## config.mk

```make
export PLATFORM = sky130hd
export DESIGN_NAME = mf_median
export DESIGN_NICKNAME = d
export VERILOG_FILES = /design/src/rtl/mf_pkg.sv /design/src/rtl/mf_median.sv
export SDC_FILE = /design/constraint.sdc
export NUM_CORES = 1
export LEC_CHECK = 0
export ABC_CLOCK_PERIOD_IN_PS = 13500
export BUFFER_PORTS_ARGS = -buffer_cell sky130_fd_sc_hd__buf_2
export CORE_AREA = 3 3 217 219
export CTS_CLUSTER_SIZE = 16
export DETAILED_ROUTE_END_ITERATION = 10
export DIE_AREA = 0 0 220 222
export PLACE_DENSITY_LB_ADDON = 0.3
export SYNTH_ARGS = -nofsm -noshare
export SYNTH_HDL_FRONTEND = slang
export SYNTH_SLANG_ARGS = --single-unit
```

## constraint.sdc

```tcl
create_clock -name clk -period 13.5 [get_ports clk]
set_input_delay 2.7 -clock clk [delete_from_list [all_inputs] [get_ports clk]]
set_output_delay 2.7 -clock clk [all_outputs]
set_load 0.02 [all_outputs]
```

## src/rtl/mf_pkg.sv

```systemverilog
// Shared types and constants for the 3x3 median image filter.
// Used by the top level, mf_median and mf_result_queue; depends on nothing else.
package mf_pkg;

  localparam int PIX_W = 16;
  localparam int COL_W = 11;
  localparam int ROW_W = 16;
  localparam int CFG_AW = 3;

  localparam int QD = 16;
  localparam int QAW = $clog2(QD);
  localparam int QCW = $clog2(QD + 1);
  localparam int MAX_PUSH = 3;

  localparam logic CFG_IDX_WIDTH = 1'b0;
  localparam logic CFG_IDX_HEIGHT = 1'b1;

  localparam logic [11:0] WIDTH_RESET = 12'd640;
  localparam logic [15:0] HEIGHT_RESET = 16'd480;

  typedef struct packed {
    logic             left;
    logic             med;
    logic             right;
    logic             copy;
    logic             fend;
    logic [COL_W-1:0] col;
    logic [COL_W-1:0] col_m;
    logic [ROW_W-1:0] row;
    logic [ROW_W-1:0] row_m;
    logic [PIX_W-1:0] copy_pix;
    logic [PIX_W-1:0] border_pix;
  } meta_t;

  typedef struct packed {
    logic             fend;
    logic             last;
    logic [ROW_W-1:0] row;
    logic [COL_W-1:0] column;
    logic [PIX_W-1:0] pixel;
  } result_t;

endpackage

```

## src/rtl/mf_median.sv

```systemverilog
// Three-stage pipelined median of a 3x3 window, carrying request metadata along.
// Depends on mf_pkg for the metadata type and pixel width.
module mf_median (
  input  logic                                clk,
  input  logic                                rst_n,
  input  logic                                in_valid,
  input  mf_pkg::meta_t                       in_meta,
  input  logic [8:0][mf_pkg::PIX_W-1:0]       in_win,
  output logic                                out_valid,
  output mf_pkg::meta_t                       out_meta,
  output logic [mf_pkg::PIX_W-1:0]            out_med
);

  typedef logic [mf_pkg::PIX_W-1:0] pix_t;

  function automatic pix_t max2(input pix_t a, input pix_t b);
    return (a > b) ? a : b;
  endfunction

  function automatic pix_t min2(input pix_t a, input pix_t b);
    return (a < b) ? a : b;
  endfunction

  function automatic pix_t med3(input pix_t a, input pix_t b, input pix_t c);
    return max2(min2(a, b), min2(max2(a, b), c));
  endfunction

  logic [2:0]    va_r, va_nxt;
  mf_pkg::meta_t ma_r, mb_r, mc_r;
  pix_t          lo_r [3];
  pix_t          mid_r [3];
  pix_t          hi_r [3];
  pix_t          lo_nxt [3];
  pix_t          mid_nxt [3];
  pix_t          hi_nxt [3];
  pix_t          maxlo_r, medmid_r, minhi_r;
  pix_t          med_r;

  always_comb begin
    pix_t l1, h1, m1;
    for (int j = 0; j < 3; j++) begin
      l1 = min2(in_win[j], in_win[3+j]);
      h1 = max2(in_win[j], in_win[3+j]);
      m1 = min2(h1, in_win[6+j]);
      hi_nxt[j] = max2(h1, in_win[6+j]);
      lo_nxt[j] = min2(l1, m1);
      mid_nxt[j] = max2(l1, m1);
    end
  end

  assign va_nxt = {va_r[1:0], in_valid};

  always_ff @(posedge clk) begin
    if (!rst_n) begin
      va_r <= '0;
    end else begin
      va_r <= va_nxt;
    end
  end

  always_ff @(posedge clk) begin
    for (int j = 0; j < 3; j++) begin
      lo_r[j] <= lo_nxt[j];
      mid_r[j] <= mid_nxt[j];
      hi_r[j] <= hi_nxt[j];
    end
    ma_r <= in_meta;
    maxlo_r <= max2(max2(lo_r[0], lo_r[1]), lo_r[2]);
    medmid_r <= med3(mid_r[0], mid_r[1], mid_r[2]);
    minhi_r <= min2(min2(hi_r[0], hi_r[1]), hi_r[2]);
    mb_r <= ma_r;
    med_r <= med3(maxlo_r, medmid_r, minhi_r);
    mc_r <= mb_r;
  end

  assign out_valid = va_r[2];
  assign out_meta = mc_r;
  assign out_med = med_r;

endmodule

```

* Yosys cells after proc, flatten, opt, wreduce, memory -nomap -nowiden *
Memory sizes are Yosys's and may differ from the RTL's.
Cells that the tools add are included.

operators by class
  order comparisons = 30
  multiplexer cells = 30

operators with widths
  kind                            number
  16-bit two-way mux              30
  16-bit greater-than comparator  15
  16-bit less-than comparator     15

word-level totals
  register bits = 340
  RAM bits = 144
  input port bits = 238
  output and inout bits = 108
  word-level logic and storage cells = 101
  memories = 3

memory list
  name   words  bits a word  rd ports  clocked after Yosys merged registers in  wr ports  RTL line         RTL
  hi_r   3      16           3         0                                        3         mf_median.sv:32  pix_t hi_r [3];
  lo_r   3      16           3         0                                        3         mf_median.sv:30  pix_t lo_r [3];
  mid_r  3      16           3         0                                        3         mf_median.sv:31  pix_t mid_r [3];

* Longest topological paths before layout *
Gate-level depths: netlist of run 1.

  depth in word-level cells = 6
  depth in mapped cells = 35
  mapped depth without buffers = 29

* Worst setup path after synthesis of run 1 *
Ideal clock, no wire load.

  path kind = input port to flip-flop
  from = input port in_win[71] in the netlist's numbering
  to = memory mid_r[0][25] in the netlist's numbering
  setup time = 0.072 ns
  arrival = 9.219 ns
  data required time = 13.428 ns
  setup slack = 4.208 ns
  cell stages on the path = 34
  buffers on the path = 6
  cell sequence = inv_1 > ha_1 > a2111oi_0 > o21ai_0 > a21oi_1 > nor3_1 > nor4_4 > or2_2 > buf_2 > buf_4 > mux2_2 > ha_1 > a21oi_1 > nor2b_1 > o21ai_0 > a21oi_1 > nor3_1 > nor2_1 > or3_1 > clkbuf_1 > buf_1 > mux2i_1 > ha_1 > a21o_1 > a21o_1 > a21oi_1 > nor2b_1 > o21ai_0 > a31oi_1 > or2_2 > buf_2 > o21ai_1 > buf_2 > mux2i_1

RTL lines
  element             RTL line         RTL
  start: declaration  mf_median.sv:8   input logic [8:0][mf_pkg::PIX_W-1:0] in_win,
  end: declaration    mf_median.sv:31

==> impl_metrics.env, run 1 <==
export IMPL_synth_area_top_cells="dfxtp_1, ha_1, mux2i_1"
export IMPL_grt_first_pass_wirelength_mm=89.8
export IMPL_design_area_sq_um=26600
export IMPL_yosys_register_bits=484
export IMPL_status="finished clean"
export IMPL_yosysTopAreaCell="dfxtp_1"
export IMPL_hold_viol_final=0
export IMPL_cts_htree_levels=2
export IMPL_antenna_found_initial=10
export IMPL_fmax_mhz=103
export IMPL_num_rows=78
export IMPL_synth_most_common_cell="dfxtp_1"
export IMPL_cts_resized=0
export IMPL_synth_cells=2232
export IMPL_drtIter0Drc=987
export IMPL_syn_cell_area_sq_um=22500
export IMPL_worst_setup_path_type="input pin to flop"
export IMPL_tns_ps=0
export IMPL_cts_buffer_depth=3
export IMPL_fin_skew_ps=49.8
export IMPL_utilization=0.587
export IMPL_die_area_sq_um=48800
export IMPL_grt_ovfl_total=0
export IMPL_cp_startpoint="in_win[5]"
export IMPL_min_from="mb_r[11]"
export IMPL_fin_crit_ps=9710
export IMPL_postCtsSetupRepairBufs=0
export IMPL_synth_xor_area_frac=0
export IMPL_die_h_microns=222
export IMPL_cp_required_ps=13970
export IMPL_clock_sinks=484
export IMPL_nets=3117
export IMPL_hpwlAfterDp_mm=48.5
export IMPL_clk_latency_ps=600
export IMPL_cts_tree="built"
export IMPL_synth_fa_ha_area_frac=0.167
export IMPL_finalSetupViolCount=0
export IMPL_rsz0062_at_grt="false"
export IMPL_cts_made_buffers=49
export IMPL_numPortBuffers=345
export IMPL_vdd_drop_max_mv=0.252
export IMPL_post_synth_cell_area_avg_sq_um=10.1
export IMPL_num_io_pins=346
export IMPL_grt_total_usage=0.234
export IMPL_seqCellArea_sq_um=9690
export IMPL_hold_ws_ps=320
export IMPL_drive_above_1_share=0.226
export IMPL_postRouteAntennaNets=0
export IMPL_p_total_mw=7.10
export IMPL_p_per_area_nw_per_um2=267
export IMPL_leakage_nw=13.6
export IMPL_r2r_start="mid_r[0][27]"
export IMPL_routed_wl_mm=58.6
export IMPL_area_growth_pct=17.9
export IMPL_worst_pin_slew_ps=1150
export IMPL_start_kind="input pin"
export IMPL_synth_ff_type="dfxtp_1"
export IMPL_drc_errors=0
export IMPL_synthDistinctLibCells=58
export IMPL_synth_top_cell_area_share=0.430
export IMPL_yosys_area_share_simple=0.0728
export IMPL_wl_per_cell_microns=18.2
export IMPL_clk_pin_slew_ps=60
export IMPL_final_period_utilization=0.720
export IMPL_synth_edff_count=0
export IMPL_ys_warn_count=0
export IMPL_core_area_sq_um=45300
export IMPL_fillers=3844
export IMPL_synth_compound_area_frac=0.0998
export IMPL_multi_input_area_sq_um=11400
export IMPL_place_area_sq_um=24900
export IMPL_cap_viol_max_count=0
export IMPL_slew_headroom=0.235
export IMPL_cp_arrival_ps=10180
export IMPL_syn_nets=2770
export IMPL_grt_max_degree=33
export IMPL_initial_core_util=0.498
export IMPL_via_per_inst=5.21
export IMPL_hp_class="flop to flop"
export IMPL_yosys_top_cells_count="dfxtp_1, inv_1, ha_1, mux2i_1, a21oi_1"
export IMPL_vias=16782
export IMPL_worstPathMaxFanout=31
export IMPL_die_w_microns=220
export IMPL_grt_pass1_vias=17071
export IMPL_gp_congestion=0.955
export IMPL_slew_violations=0
export IMPL_muxShareOfSynthArea=0.167
export IMPL_ys_seq_area_frac=0.430
export IMPL_synthArstFlopShare=0
export IMPL_synth_top_family_by_area="adder cells"
export IMPL_cts_hold_buffers=0
export IMPL_first_pass_iters=5
export IMPL_cp_end_kind="flop"
export IMPL_cts_root_buf="clkbuf_16"
-- worst max-delay path, stage by stage --
cell       delay (ps)
buf_2             120
ha_1              200
or4_1             520
nor3_1            220
o2bb2ai_1         200
a311oi_4          130
buf_4             250
nand2_1           540
mux2_2            440
ha_1              310
nand3_1           120
nor3_1            270
and3_1            230
o21ai_0            90
o211ai_1          110
buf_4             320
mux2i_1           320
ha_1              180
nor2b_1           130
o21a_1            110
o21ai_0            70
a21oi_1           190
o311a_1           170
a211oi_1           60
o21ai_2           910
nand2_1           870
mux2i_1           390
-- registers in the layout (all words and copies together) (netlist names) --
name      cells
medmid_r     16
ma_r         91
out_med      16
maxlo_r      16
lo_r         48
minhi_r      16
va_r          3
hi_r         48
mid_r        48
mb_r         91
out_meta     91
-- where the power goes --
group | switching, mW | internal [mW]
Clock | 0.579 | 0.809
Combinational | 2.18 | 1.59
Sequential | 0.192 | 1.75
Total | 2.95 | 4.16
-- routing by layer --
layer | vias to the layer above | part of all wire | global-route usage
met4 | 0 | 0.036 | 0.0962
met5 | - | 0 | 0
met3 | 99 | 0.050 | 0.0347
met2 | 445 | 0.49 | 0.408
li1 | 8388 | - | -
met1 | 7850 | 0.42 | 0.289
-- per-stage QoR --
stage / instances / worst slack (ps)
after floorplan: 2232 / 4210
after global placement: 3128 / 3560
after detailed placement: 3128 / 3320
after CTS: 3217 / 3900
after global routing: 3221 / 3210
final: 3222 / 3790
-- final timing paths --
| kind | cells after the start | to | slack [ps] |
|---|---|---|---|
| max | 27 | mid_r[0][11] | 3790 |
| min | 0 | out_meta[11] | 320 |
| max reg2reg | 29 | medmid_r[8] | 4960 |
| min reg2reg | 0 | out_meta[11] | 320 |
-- cell families (layout without fill, tap and decap cells) --
kind of cell | Yosys count | count (layout)
adders and majority gates | 300 | 300
and+or+nand+nor | 341 | 341
DFF | 484 | 484
muxes | 357 | 357
other | 0 | 5
buffers and inverters | 370 | 755
AOI/OAI and AO/OA | 380 | 380
-- layout make-up --
class / instances / area share
sequential: 484 / 0.365
antenna: 5 / 0.000471
inverter: 310 / 0.0438
multi-input combinational: 1378 / 0.431
timing repair buffer: 356 / 0.0681
tap: 600 / 0.0282
clock buffer: 65 / 0.0518
clock inverter: 24 / 0.0125
-- placed cells by master, fill, tap and decap left out, types with 5 or more instances in the layout --
| cell type | n |
|---|---|
| mux2_1 | 5 |
| clkinv_4 | 6 |
| buf_2 | 345 |
| nand3_1 | 14 |
| a21oi_1 | 146 |
| nor2_1 | 102 |
| clkbuf_16 | 49 |
| and2_1 | 6 |
| mux2i_1 | 216 |
| clkbuf_8 | 9 |
| a211o_1 | 5 |
| nand4_1 | 50 |
| inv_1 | 310 |
| a211oi_1 | 8 |
| dfxtp_1 | 484 |
| nand2b_1 | 11 |
| diode_2 | 5 |
| and4_1 | 8 |
| o21a_1 | 13 |
| mux2_2 | 135 |
| nand2_1 | 99 |
| o211ai_1 | 8 |
| buf_4 | 11 |
| clkbuf_1 | 7 |
| nor4_1 | 6 |
| a21o_1 | 52 |
| nor3_1 | 12 |
| o21ai_0 | 113 |
| ha_1 | 300 |
| nor2b_1 | 20 |
Power figures use the tool's default switching activity.
==> run 2: changes to the inputs <==
--- a/config.mk
+++ b/config.mk
@@ -5,7 +5,7 @@
 export SDC_FILE = /design/constraint.sdc
 export NUM_CORES = 1
 export LEC_CHECK = 0
-export ABC_CLOCK_PERIOD_IN_PS = 13500
+export ABC_CLOCK_PERIOD_IN_PS = 8850
 export BUFFER_PORTS_ARGS = -buffer_cell sky130_fd_sc_hd__buf_2
 export CORE_AREA = 3 3 217 219
 export CTS_CLUSTER_SIZE = 16
==> constraint.sdc (replaced) <==
create_clock -name clk -period 8.85 [get_ports clk]
set_input_delay 1.77 -clock clk [delete_from_list [all_inputs] [get_ports clk]]
set_output_delay 1.77 -clock clk [all_outputs]
set_load 0.02 [all_outputs]
==> run 2 against run 1 <==
Routed wire length up 1.1%. Utilization up 0.31 points. Design area increased by 0.52%. First-iteration DRC count grew 7.2%. Combinational power up 54%. Die area is the same. Largest cell class unchanged. Largest power group unchanged.
==> impl_metrics.env, run 2 (synthesized netlist as in run 1, its figures left out) <==
export IMPL_status="finished clean"
export IMPL_hpwlAfterDp_mm=48.6
export IMPL_cts_resized=0
export IMPL_cap_viol_max_count=0
export IMPL_leakage_nw=13.7
export IMPL_r2r_start="mid_r[0][27]"
export IMPL_p_per_area_nw_per_um2=411
export IMPL_antenna_found_initial=3
export IMPL_slew_headroom=0.231
export IMPL_r2r_slack_ps=1740
export IMPL_cts_hold_buffers=0
export IMPL_final_common_cell="dfxtp_1"
export IMPL_cts_htree_levels=2
export IMPL_die_area_sq_um=48800
export IMPL_grt_max_degree=33
export IMPL_dp_cells=3136
export IMPL_post_place_ws_ps=322
export IMPL_fillers=3734
export IMPL_cts_tree="built"
export IMPL_cts_root_buf="clkbuf_16"
export IMPL_crit_slowest_cell="or3_1"
export IMPL_seqCellArea_sq_um=9690
export IMPL_core_area_sq_um=45300
export IMPL_postRouteAntennaNets=0
export IMPL_layout_setup_ws_ps=782
export IMPL_nets=3125
export IMPL_final_period_utilization=0.912
export IMPL_worst_pin_slew_ps=1150
export IMPL_cpPeakStageDelay_ps=730
export IMPL_grt_ovfl_total=0
export IMPL_fin_cells=3230
export IMPL_hp_class="flop to flop"
export IMPL_min_from="ma_r[49]"
export IMPL_finalSetupViolCount=0
export IMPL_gp_congestion=0.929
export IMPL_area_growth_pct=18.5
export IMPL_worst_setup_path_type="input pin to flop"
export IMPL_numPortBuffers=345
export IMPL_clock_sinks=484
export IMPL_fin_skew_ps=19.6
export IMPL_multi_input_area_sq_um=11400
export IMPL_cp_required_ps=9360
export IMPL_first_pass_iters=5
export IMPL_hold_viol_final=0
export IMPL_rsz0062_at_grt="false"
export IMPL_die_w_microns=220
export IMPL_die_h_microns=222
export IMPL_min_path_cells=0
export IMPL_num_io_pins=346
export IMPL_cp_arrival_ps=8570
export IMPL_rr_endpoint="medmid_r[8]"
export IMPL_grt_total_usage=0.238
export IMPL_hold_end="mb_r[49]"
export IMPL_clk_latency_ps=590
export IMPL_drc_errors=0
export IMPL_worstPathMaxFanout=27
export IMPL_routed_wl_mm=59.2
export IMPL_vias=16939
export IMPL_postCtsSetupRepairBufs=0
export IMPL_clk_pin_slew_ps=60
export IMPL_cts_buffer_depth=3
export IMPL_tns_ps=0
export IMPL_crit_buf_inv=2
export IMPL_fmax_mhz=124
export IMPL_cts_made_buffers=49
export IMPL_via_per_inst=5.24
export IMPL_fin_crit_ps=8070
export IMPL_slew_violations=0
export IMPL_path_delay_family="compound AO/OA/AOI/OAI gates"
export IMPL_start_kind="input pin"
export IMPL_drive_above_1_share=0.230
export IMPL_crit_top_cell="a21oi_1"
export IMPL_num_rows=78
export IMPL_grt_pass1_vias=16993
export IMPL_wl_per_cell_microns=18.3
export IMPL_initial_core_util=0.498
export IMPL_cp_end_kind="flop"
export IMPL_drtIter0Drc=1058
export IMPL_r2r_cells=30
export IMPL_grt_first_pass_wirelength_mm=90.9
export IMPL_layout_common_cells="dfxtp_1, buf_2, inv_1"
export IMPL_vdd_drop_max_mv=0.286
==> run 2: how the worst max path moves through the flow <==
stage               slack [ps]  cells past startpoint           end       start
detailed placement         320                     29  mid_r[0][26]  in_win[71]
floorplan                  490                     34  mid_r[0][25]  in_win[71]
global route               250                     29  mid_r[0][26]  in_win[71]
finish                     780                     29  mid_r[0][26]  in_win[71]
global placement           540                     28  mid_r[0][18]  in_win[23]
CTS                        880                     29  mid_r[0][26]  in_win[71]
==> run 2: area by class of cell <==
| type | instances | area share |
|---|---|---|
| Sequential cell | 484 | 0.363 |
| Tap cell | 600 | 0.0281 |
| Antenna cell | 2 | 0.000187 |
| Clock buffer | 63 | 0.0512 |
| Inverter | 310 | 0.0436 |
| Timing Repair Buffer | 364 | 0.0700 |
| Clock inverter | 29 | 0.0160 |
| Multi-Input combinational cell | 1378 | 0.428 |
==> run 2: per-stage QoR <==
stage / hold slack (ps) / utilization / area, sq um / power [mW]
3_3_place_gp: 310 / 0.550 / 24900 / 8.47
2_1_floorplan: 310 / - / 22500 / 7.16
4_1_cts: 318 / 0.590 / 26700 / 11.0
3_5_place_dp: 312 / 0.550 / 24900 / 8.69
6_report: 315 / 0.590 / 26700 / 11.0
5_1_grt: 322 / 0.590 / 26700 / 11.8
==> run 2: power breakdown <==
part | switching [mW] | total [mW] | internal [mW]
clock | 0.895 | 2.22 | 1.32
combinational | 3.32 | 5.79 | 2.47
sequential | 0.302 | 2.97 | 2.67
==> run 2: worst register-to-register path: cells and delay by family (launching register included) <==
kind            cells  cell delay, ps
compound gates     13            2640
fa+ha+maj           3             910
buf+inv             3             590
flops               1             430
mux                 2             640
simple gates        9            1790
==> run 2: routing by layer <==
layer  share of wire  up-vias  routed length, microns  GRT usage
li1                -     8419                       -          -
met1            0.42     7985                   25000      0.293
met2            0.50      432                   29800      0.426
met3           0.046      103                    2730     0.0332
met4           0.030        0                    1790     0.0750
met5               0        -                       0          0
